[src/design/route_forward_decision_assert.svh]
// Assertion macros used by the route lookup top level.
`ifndef ROUTE_FORWARD_DECISION_ASSERT_SVH
`define ROUTE_FORWARD_DECISION_ASSERT_SVH

`ifndef SYNTHESIS
// Checked while out of reset.
`define RFD_ASSERT(lbl, clk, rst_n, prop, msg) \
    lbl: assert property (@(posedge clk) disable iff (!rst_n) prop) else $error(msg);
// Checked on every edge, reset included.
`define RFD_ASSERT_ALWAYS(lbl, clk, prop, msg) \
    lbl: assert property (@(posedge clk) prop) else $error(msg);
`else
`define RFD_ASSERT(lbl, clk, rst_n, prop, msg)
`define RFD_ASSERT_ALWAYS(lbl, clk, prop, msg)
`endif

`endif

[src/design/rfd_pkg.sv]
// Types and constants of the route forwarding lookup.
package rfd_pkg;

    localparam int CFG_DW = 32;

    localparam logic       OP_WRITE      = 1'b0;
    localparam logic       OP_ROUTE      = 1'b1;

    localparam logic       CFG_OWN_ADDR  = 1'b0;
    localparam logic       CFG_UDP_PROTO = 1'b1;

    localparam logic [2:0] ACT_WRITE     = 3'd0;
    localparam logic [2:0] ACT_DROP      = 3'd1;
    localparam logic [2:0] ACT_GATEWAY   = 3'd2;
    localparam logic [2:0] ACT_DIRECT    = 3'd3;
    localparam logic [2:0] ACT_LOCAL     = 3'd4;

    localparam int FLAG_UP_BIT = 0;
    localparam int FLAG_GW_BIT = 1;

    // RIP multicast group 224.0.0.9
    localparam logic [31:0] MULTICAST_RIP = {8'hE0, 8'h00, 8'h00, 8'h09};
    localparam logic [7:0]  UDP_PROTO_RST = 8'd17;

    typedef enum logic [1:0] {
        ST_IDLE,
        ST_SCAN,
        ST_EMIT
    } t_state;

    typedef struct packed {
        logic [31:0] network;
        logic [31:0] mask;
        logic [31:0] gateway;
        logic [7:0]  port;
        logic [1:0]  flags;
    } t_entry;

    typedef struct packed {
        logic        hit;
        logic [2:0]  action;
        logic [31:0] next_hop;
        logic [7:0]  port;
    } t_match;

    typedef struct packed {
        logic [2:0]  action;
        logic [31:0] next_hop;
        logic [7:0]  port;
        logic [3:0]  idx;
    } t_result;

endpackage

[src/design/rfd_in_if.sv]
// Input channel: table writes and route requests.
interface rfd_in_if;
    logic        valid;
    logic        ready;
    logic        operation;
    logic [3:0]  entry_index;
    logic        entry_valid;
    logic [31:0] entry_network;
    logic [31:0] entry_mask;
    logic [31:0] entry_gateway;
    logic [7:0]  entry_port;
    logic [1:0]  entry_flags;
    logic [31:0] packet_source;
    logic [31:0] packet_destination;
    logic [7:0]  packet_protocol;

    modport source (
        output valid, operation, entry_index, entry_valid, entry_network, entry_mask,
               entry_gateway, entry_port, entry_flags, packet_source,
               packet_destination, packet_protocol,
        input  ready
    );
    modport sink (
        input  valid, operation, entry_index, entry_valid, entry_network, entry_mask,
               entry_gateway, entry_port, entry_flags, packet_source,
               packet_destination, packet_protocol,
        output ready
    );
endinterface

[src/design/rfd_out_if.sv]
// Output channel: forwarding decisions.
interface rfd_out_if;
    logic        valid;
    logic        ready;
    logic [2:0]  action;
    logic [31:0] next_hop;
    logic [7:0]  out_port;
    logic [3:0]  matched_index;

    modport source (
        output valid, action, next_hop, out_port, matched_index,
        input  ready
    );
    modport sink (
        input  valid, action, next_hop, out_port, matched_index,
        output ready
    );
endinterface

[src/design/rfd_ram.sv]
// Generic single-port-write, registered-read RAM.
module rfd_ram #(
    parameter int WIDTH = 8,
    parameter int DEPTH = 16,
    localparam int AW = (DEPTH > 1) ? $clog2(DEPTH) : 1
) (
    input  logic             i_clk,
    input  logic             i_we,
    input  logic [AW-1:0]    i_waddr,
    input  logic [WIDTH-1:0] i_wdata,
    input  logic [AW-1:0]    i_raddr,
    output logic [WIDTH-1:0] o_rdata
);

    logic [WIDTH-1:0] r_mem [DEPTH];
    logic [WIDTH-1:0] r_rdata;

    always_ff @(posedge i_clk) begin
        if (i_we) begin
            r_mem[i_waddr] <= i_wdata;
        end
        r_rdata <= r_mem[i_raddr];
    end

    assign o_rdata = r_rdata;

endmodule

[src/design/rfd_match.sv]
// Shared compare unit: tests one table entry against the destination.
module rfd_match import rfd_pkg::*; (
    input  t_entry      i_entry,
    input  logic        i_valid,
    input  logic [31:0] i_dst,
    output t_match      o_res
);

    always_comb begin
        o_res.hit  = i_valid && (i_entry.network == (i_dst & i_entry.mask));
        o_res.port = i_entry.port;
        if (i_entry.flags[FLAG_GW_BIT]) begin
            o_res.action   = ACT_GATEWAY;
            o_res.next_hop = i_entry.gateway;
        end else if (i_entry.flags[FLAG_UP_BIT]) begin
            o_res.action   = ACT_DIRECT;
            o_res.next_hop = i_dst;
        end else begin
            o_res.action   = ACT_DROP;
            o_res.next_hop = '0;
        end
    end

endmodule

[src/design/route_forward_decision.sv]
// Route forwarding decision: first-match routing table lookup, top level.
//
// Input channel i_in carries either a table write (operation 0) or a route
// request (operation 1); output channel o_out returns one decision per
// transaction. Both use valid/ready; a transaction moves when both are high.
// Config port: i_cfg_we writes i_cfg_data to register i_cfg_index
// (0 own address, 1 UDP protocol number); write only while idle.
// A table write goes from acceptance straight to the result state and from
// there into the output register. A route request scans the table one entry
// per cycle through a single RAM read port and one compare unit; it finishes
// early on the first matching entry. A request from the own address (not to
// 224.0.0.9) is dropped without a scan. One transaction is
// in flight at a time; i_in.ready is high only while the sequencer idles.
// A finished result sits in the output register while the receiver stalls;
// the next transaction is already accepted and worked on meanwhile.
// Reset marks every table entry invalid at once (valid flags in flops),
// sets own address to 0 and the UDP protocol to 17.
module route_forward_decision import rfd_pkg::*; #(
    parameter int TABLE_DEPTH = 16
) (
    input  logic              i_clk,
    input  logic              i_rst_n,
    rfd_in_if.sink            i_in,
    rfd_out_if.source         o_out,
    input  logic              i_cfg_we,
    input  logic              i_cfg_index,
    input  logic [CFG_DW-1:0] i_cfg_data
);

`include "route_forward_decision_assert.svh"

    localparam int            AW       = (TABLE_DEPTH > 1) ? $clog2(TABLE_DEPTH) : 1;
    localparam logic [AW-1:0] LAST     = AW'(TABLE_DEPTH - 1);
    localparam logic [8:0]    DEPTH_W9 = 9'(TABLE_DEPTH);

    t_state        r_state, n_state;
    logic [AW-1:0] r_addr, n_addr;
    logic          r_pend, n_pend;
    logic [AW-1:0] r_chk_idx;
    logic          r_chk_vld;
    logic [31:0]   r_dst, n_dst;
    logic [7:0]    r_proto, n_proto;
    t_result       r_res, n_res;
    t_result       r_out;
    logic          r_out_valid;
    logic          out_load;
    logic [31:0]   r_own_addr;
    logic [7:0]    r_udp_proto;
    logic          r_valid [TABLE_DEPTH];

    logic          in_acc;
    logic          idx_ok;
    logic          tbl_we;
    logic [AW-1:0] waddr;
    t_entry        wentry;
    t_entry        rentry;
    t_match        m;

    assign in_acc     = i_in.valid && i_in.ready;
    assign i_in.ready = (r_state == ST_IDLE);
    assign idx_ok     = 9'(i_in.entry_index) < DEPTH_W9;
    assign waddr      = AW'(i_in.entry_index);
    assign tbl_we     = in_acc && (i_in.operation == OP_WRITE) && idx_ok;

    assign wentry.network = i_in.entry_network;
    assign wentry.mask    = i_in.entry_mask;
    assign wentry.gateway = i_in.entry_gateway;
    assign wentry.port    = i_in.entry_port;
    assign wentry.flags   = i_in.entry_flags;

    rfd_ram #(
        .WIDTH ($bits(t_entry)),
        .DEPTH (TABLE_DEPTH)
    ) u_table (
        .i_clk   (i_clk),
        .i_we    (tbl_we && i_in.entry_valid),
        .i_waddr (waddr),
        .i_wdata (wentry),
        .i_raddr (r_addr),
        .o_rdata (rentry)
    );

    rfd_match u_match (
        .i_entry (rentry),
        .i_valid (r_chk_vld),
        .i_dst   (r_dst),
        .o_res   (m)
    );

    always_comb begin
        n_state  = r_state;
        n_addr   = r_addr;
        n_pend   = r_pend;
        n_dst    = r_dst;
        n_proto  = r_proto;
        n_res    = r_res;
        out_load = 1'b0;
        case (r_state)
            ST_IDLE: begin
                if (in_acc) begin
                    n_res   = '{action: ACT_WRITE, next_hop: '0, port: '0, idx: '0};
                    n_dst   = i_in.packet_destination;
                    n_proto = i_in.packet_protocol;
                    n_addr  = '0;
                    n_pend  = 1'b0;
                    n_state = ST_EMIT;
                    if (i_in.operation == OP_ROUTE) begin
                        if (i_in.packet_source == r_own_addr &&
                            i_in.packet_destination != MULTICAST_RIP) begin
                            n_res.action = ACT_DROP;
                        end else begin
                            n_state = ST_SCAN;
                        end
                    end
                end
            end
            ST_SCAN: begin
                if (r_pend && m.hit) begin
                    n_res   = '{action: m.action, next_hop: m.next_hop,
                                port: m.port, idx: 4'(r_chk_idx)};
                    n_pend  = 1'b0;
                    n_state = ST_EMIT;
                end else if (r_pend && r_chk_idx == LAST) begin
                    // table exhausted without a match
                    n_res   = '{action: (r_proto == r_udp_proto) ? ACT_LOCAL : ACT_DROP,
                                next_hop: '0, port: '0, idx: '0};
                    n_pend  = 1'b0;
                    n_state = ST_EMIT;
                end else begin
                    n_pend = 1'b1;
                    if (r_addr != LAST) begin
                        n_addr = r_addr + AW'(1);
                    end
                end
            end
            ST_EMIT: begin
                if (!r_out_valid || o_out.ready) begin
                    out_load = 1'b1;
                    n_state  = ST_IDLE;
                end
            end
            default: begin
                n_state = ST_IDLE;
            end
        endcase
    end

    always_ff @(posedge i_clk) begin
        if (!i_rst_n) begin
            r_state     <= ST_IDLE;
            r_addr      <= '0;
            r_pend      <= 1'b0;
            r_out_valid <= 1'b0;
            r_own_addr  <= '0;
            r_udp_proto <= UDP_PROTO_RST;
            for (int i = 0; i < TABLE_DEPTH; i++) begin
                r_valid[i] <= 1'b0;
            end
        end else begin
            r_state <= n_state;
            r_addr  <= n_addr;
            r_pend  <= n_pend;
            if (out_load) begin
                r_out_valid <= 1'b1;
            end else if (o_out.ready) begin
                r_out_valid <= 1'b0;
            end
            if (i_cfg_we) begin
                case (i_cfg_index)
                    CFG_OWN_ADDR:  r_own_addr  <= i_cfg_data;
                    CFG_UDP_PROTO: r_udp_proto <= i_cfg_data[7:0];
                    default:       r_own_addr  <= r_own_addr;
                endcase
            end
            if (tbl_we) begin
                // clearing drops the valid flag only; entry data stays
                r_valid[waddr] <= i_in.entry_valid;
            end
        end
    end

    always_ff @(posedge i_clk) begin
        r_dst     <= n_dst;
        r_proto   <= n_proto;
        r_res     <= n_res;
        r_chk_idx <= r_addr;
        r_chk_vld <= r_valid[r_addr];
        if (out_load) begin
            r_out <= r_res;
        end
    end

    assign o_out.valid         = r_out_valid;
    assign o_out.action        = r_out.action;
    assign o_out.next_hop      = r_out.next_hop;
    assign o_out.out_port      = r_out.port;
    assign o_out.matched_index = r_out.idx;

    `RFD_ASSERT(a_write_to_emit, i_clk, i_rst_n, in_acc && i_in.operation == OP_WRITE |=> r_state == ST_EMIT, "table write did not go straight to result")
    `RFD_ASSERT(a_scan_addr_range, i_clk, i_rst_n, r_state == ST_SCAN |-> r_addr <= LAST, "scan address beyond table")
    `RFD_ASSERT(a_emit_loads_out, i_clk, i_rst_n, out_load |=> r_out_valid && r_state == ST_IDLE, "result not loaded into output register")
    `RFD_ASSERT_ALWAYS(a_pend_in_scan, i_clk, r_pend |-> r_state == ST_SCAN, "compare pending outside scan")

endmodule

[src/flat_wrapper.sv]
// flat-port wrapper written by rule: the top's interface ports become plain ports
module route_forward_decision_flat import rfd_pkg::*;
#(
    parameter int TABLE_DEPTH = 16
)
  (i_clk, i_rst_n, i_cfg_we, i_cfg_index, i_cfg_data, i_in_valid, i_in_operation, i_in_entry_index, i_in_entry_valid, i_in_entry_network, i_in_entry_mask, i_in_entry_gateway, i_in_entry_port, i_in_entry_flags, i_in_packet_source, i_in_packet_destination, i_in_packet_protocol, i_in_ready, o_out_valid, o_out_action, o_out_next_hop, o_out_out_port, o_out_matched_index, o_out_ready);
  rfd_in_if i_in_i ();
  rfd_out_if o_out_i ();
  input  logic i_clk;
  input  logic i_rst_n;
  input  logic i_cfg_we;
  input  logic i_cfg_index;
  input  logic [CFG_DW-1:0] i_cfg_data;
  input wire logic [$bits(i_in_i.valid)-1:0] i_in_valid;
  input wire logic [$bits(i_in_i.operation)-1:0] i_in_operation;
  input wire logic [$bits(i_in_i.entry_index)-1:0] i_in_entry_index;
  input wire logic [$bits(i_in_i.entry_valid)-1:0] i_in_entry_valid;
  input wire logic [$bits(i_in_i.entry_network)-1:0] i_in_entry_network;
  input wire logic [$bits(i_in_i.entry_mask)-1:0] i_in_entry_mask;
  input wire logic [$bits(i_in_i.entry_gateway)-1:0] i_in_entry_gateway;
  input wire logic [$bits(i_in_i.entry_port)-1:0] i_in_entry_port;
  input wire logic [$bits(i_in_i.entry_flags)-1:0] i_in_entry_flags;
  input wire logic [$bits(i_in_i.packet_source)-1:0] i_in_packet_source;
  input wire logic [$bits(i_in_i.packet_destination)-1:0] i_in_packet_destination;
  input wire logic [$bits(i_in_i.packet_protocol)-1:0] i_in_packet_protocol;
  output wire logic [$bits(i_in_i.ready)-1:0] i_in_ready;
  output wire logic [$bits(o_out_i.valid)-1:0] o_out_valid;
  output wire logic [$bits(o_out_i.action)-1:0] o_out_action;
  output wire logic [$bits(o_out_i.next_hop)-1:0] o_out_next_hop;
  output wire logic [$bits(o_out_i.out_port)-1:0] o_out_out_port;
  output wire logic [$bits(o_out_i.matched_index)-1:0] o_out_matched_index;
  input wire logic [$bits(o_out_i.ready)-1:0] o_out_ready;
  assign i_in_i.valid = i_in_valid;
  assign i_in_i.operation = i_in_operation;
  assign i_in_i.entry_index = i_in_entry_index;
  assign i_in_i.entry_valid = i_in_entry_valid;
  assign i_in_i.entry_network = i_in_entry_network;
  assign i_in_i.entry_mask = i_in_entry_mask;
  assign i_in_i.entry_gateway = i_in_entry_gateway;
  assign i_in_i.entry_port = i_in_entry_port;
  assign i_in_i.entry_flags = i_in_entry_flags;
  assign i_in_i.packet_source = i_in_packet_source;
  assign i_in_i.packet_destination = i_in_packet_destination;
  assign i_in_i.packet_protocol = i_in_packet_protocol;
  assign i_in_ready = i_in_i.ready;
  assign o_out_valid = o_out_i.valid;
  assign o_out_action = o_out_i.action;
  assign o_out_next_hop = o_out_i.next_hop;
  assign o_out_out_port = o_out_i.out_port;
  assign o_out_matched_index = o_out_i.matched_index;
  assign o_out_i.ready = o_out_ready;
  route_forward_decision #(.TABLE_DEPTH(TABLE_DEPTH)) u_core (.i_clk(i_clk), .i_rst_n(i_rst_n), .i_in(i_in_i), .o_out(o_out_i), .i_cfg_we(i_cfg_we), .i_cfg_index(i_cfg_index), .i_cfg_data(i_cfg_data));
endmodule
[config.mk]
export PLATFORM = sky130hd
export DESIGN_NAME = route_forward_decision_flat
export DESIGN_NICKNAME = d
export VERILOG_FILES = /design/src/design/rfd_pkg.sv /design/src/design/rfd_in_if.sv /design/src/design/rfd_out_if.sv /design/src/design/rfd_ram.sv /design/src/design/rfd_match.sv /design/src/design/route_forward_decision.sv /design/src/flat_wrapper.sv
export VERILOG_INCLUDE_DIRS = /design/src /design/src/design
export SDC_FILE = /design/constraint.sdc
export NUM_CORES = 2
export LEC_CHECK = 0
export BUFFER_PORTS_ARGS = -buffer_cell sky130_fd_sc_hd__buf_2
export CAP_MARGIN = 20
export CORE_MARGIN = 2
export CORE_UTILIZATION = 60
export CTS_CLUSTER_SIZE = 12
export DETAILED_ROUTE_END_ITERATION = 10
export PLACE_DENSITY = 0.78
export SLEW_MARGIN = 10
export SYNTH_ARGS = -nofsm -noshare
export SYNTH_HDL_FRONTEND = slang
export SYNTH_SLANG_ARGS = --single-unit
[constraint.sdc]
create_clock -name i_clk -period 19.8 [get_ports i_clk]
set_input_delay 0.99 -clock i_clk [delete_from_list [all_inputs] [get_ports i_clk]]
set_output_delay 0.99 -clock i_clk [all_outputs]
set_load 0.05 [all_outputs]
==> flow_summary.toml <==
[floorplanning]
die_area_sq_mm = 0.126
start_util = 0.602
num_io_pins = 271
dieWidth_microns = 356
coreArea_sq_mm = 0.123
rows = 129
die_h_microns = 356

[global_route]
grt_usage = 0.296
antenna_found_initial = 42
overflow = 0
grt_pass1_wl_mm = 263
grt_pass1_vias = 37000
grt_max_degree = 111

[synth]
async_flop_share = 0
yosysWarnings = 0
synthFlopType = "edfxtp_1"
yosysSeqAreaShare = 0.788
syn-cell-area_sq_mm = 0.0742
synth_fp_nets = 3464
syn_avg_cell_area_sq_um = 22.9
synth_edf_count = 1830
syn_inst = 3241
ys_types = 46
yosys_register_bits = 2005

[critical_path]
crit_start = "u_core.r_addr[0]"
r2r-start = "u_core.r_addr[0]"
critPathCaptureType = "register"
cp_cell_sequence = "buf_12 > buf_4 > buf_4 > buf_4 > mux4_2 > mux4_2"
cpMostUsedCell = "buf_4"
critPathSlowestCell = "dfxtp_4"
crit_type = "reg2reg"
crit_fanout = 110
critPathMaxStageDelay_ns = 0.98
crit_family = "buffers and inverters"
path_depth = 6
cp_data_arrival_time_ns = 6.50
cp_num_buf_inv = 4
r2r_slack_ns = 14.02
start_kind = "register"
endpoint = "u_core.u_table.o_rdata[33]"
crit_required_ns = 20.52
reg2reg_depth = 6
reg2reg_to = "u_core.u_table.o_rdata[33]"

[routing]
wl_per_cell_microns = 33.9
first_pass_iters = 7
drt-vias-per-instance = 6.74
drt-total-wl_mm = 184
num_vias = 36600
drtIter0Drc = 5267
ant_nets = 0
drc = 0

[cells_and_area]
fin_util = 0.679
most-common-layout-cells = "edfxtp_1 (1830), mux4_2 (535), buf_2 (270)"
fillers = 7120
drive_above_1_share = 0.299
area_growth_pct = 12.7
final_common_cell = "edfxtp_1"
nets = 3837

[sta]
max_slew_margin = 0.225
worstMarginPinSlew_ns = 1.16
final_hold_viol_count = 0
rsz0062_at_grt = "false"
skew_ns = 0.0609
setup-tns-final_ns = 0
layout_min_cycle_time_ns = 5.78
fin_crit_sh = 0.292
worst_slack_ns = 14.02
clock.fmax_ghz = 0.173
slew_violations = 0
setup_viol = 0

[cts]
cts_buffers = 193
cts_resized = 0
clockBufferDepth = 3
clock_latency_ns = 0.85
h-tree-depth = 4
cts_tree = "yes"
cts-root-buf = "clkbuf_16"
cts-hold-fix-buffers = 0
cts_sinks = 2005
path_clk_slew_ns = 0.06
post_cts_buffers = 0

[place]
numPortBuffers = 270
dpl_worst_slack_ns = 13.90
globalplace.congestion = 0.831
dp_hpwl_mm = 95.3

[worst_hold_path]
worstHoldPathType = "in2reg"

[status]
status = "finished, final reports clean"

[pwr]
p_per_area_mw_per_mm2 = 105
power.leakage_nw = 26.1
vdd_drop_max_mv = 0.110

[run]
drv_cap = 0
## report_power, final
part	internal [mW]	total (mW)	switching [mW]
combinational	0.248	0.549	0.301
clock	1.92	3.46	1.53
sequential	4.70	4.77	0.0743
total	6.87	8.78	1.91
## flip-flops by register name (all words and copies together) (netlist names)
register                    flops
u_core.u_table.o_rdata        106
u_core.o_out.matched_index      4
u_core.u_table.r_mem         1696
u_core.r_pend                   1
u_core.o_out.out_port           8
u_core.r_proto                  8
u_core.r_chk_vld                1
u_core.r_res                   47
u_core.r_addr                   4
u_core.o_out.valid              1
u_core.r_udp_proto              8
u_core.r_own_addr              32
u_core.r_state                  2
u_core.o_out.action             3
u_core.o_out.next_hop          32
u_core.r_valid                 16
u_core.r_dst                   32
u_core.r_chk_idx                4
## metrics by stage
stage	hold slack, ns	std cells	instance area [sq um]	power, mW
after CTS	0.306	5406	83500	8.82
after floorplan	0.342	3241	74200	5.20
after detailed placement	0.405	5053	77600	5.40
final	0.354	5428	83600	8.78
after global routing	0.322	5417	83500	9.01
after global placement	0.403	5052	77600	5.38
## synthesized netlist by cell type, types with 2 or more instances
library cell,count,area (sq um)
buf_1,5,18.8
nor4_1,8,50.1
and2_1,7,43.8
o22a_1,6,52.6
a211oi_1,6,45.0
and3b_1,6,52.6
o21a_1,28,210
a21boi_0,46,345
dfxtp_1,175,3500
edfxtp_1,1830,55000
or2_2,3,18.8
nor2_1,98,368
xnor2_1,45,394
nor3_1,5,25.0
mux4_2,535,12000
clkbuf_1,108,405
a21o_1,6,45.0
nand4_1,18,113
nand2b_1,11,68.8
inv_1,13,48.8
nand2_1,127,477
and3_1,17,106
o211ai_1,2,15.0
buf_2,41,205
a21oi_1,50,250
o22ai_1,2,12.5
o21ai_0,10,50.1
nor2b_1,3,18.8
nand3_1,13,65.1
## cell type report
type,count,area [sq um],share of cell area
well taps,1637,2050,0.0245
inverters,13,48.8,0.000584
clock buffers,327,5470,0.0655
clock inverters,26,384,0.00460
repair buffers,332,1930,0.0231
multi-input cells,1069,15200,0.181
diodes,19,47.5,0.000569
flip-flops and latches,2005,58500,0.700
## metal layers
| metal | track usage | wire [microns] |
|---|---|---|
| met2 | 0.459 | 88100 |
| met1 | 0.396 | 64900 |
| met5 | 0 | 232 |
| met4 | 0.114 | 6980 |
| met3 | 0.0994 | 23800 |
## cells by family (layout without fill, tap and decap cells)
| group | count (synthesis) | count (layout) | synth area share |
|---|---|---|---|
| DFF | 2005 | 2005 | 0.788 |
| muxes | 537 | 537 | 0.163 |
| and+or+nand+nor | 326 | 326 | 0.0203 |
| buffers and inverters | 167 | 698 | 0.00914 |
| AOI/OAI and AO/OA | 159 | 159 | 0.0142 |
| xor gates and xnor gates | 46 | 46 | 0.00543 |
| adders and majority gates | 1 | 1 | 0.000169 |
| other | 0 | 19 | 0 |
## worst min-delay path by stage
stage                                  from                        end  slack [ns]  cells after the start
floorplan                  u_core.r_addr[3]        u_core.r_chk_idx[3]        0.34                      0
CTS                 i_in_packet_protocol[3]          u_core.r_proto[3]        0.31                      1
detailed placement         u_core.r_res[24]  u_core.o_out.next_hop[12]        0.40                      0
global route        i_in_packet_protocol[6]          u_core.r_proto[6]        0.32                      1
global placement           u_core.r_res[12]   u_core.o_out.next_hop[0]        0.40                      0
finish              i_in_packet_protocol[4]          u_core.r_proto[4]        0.35                      1
No activity file was read; power rests on OpenSTA's default activity.
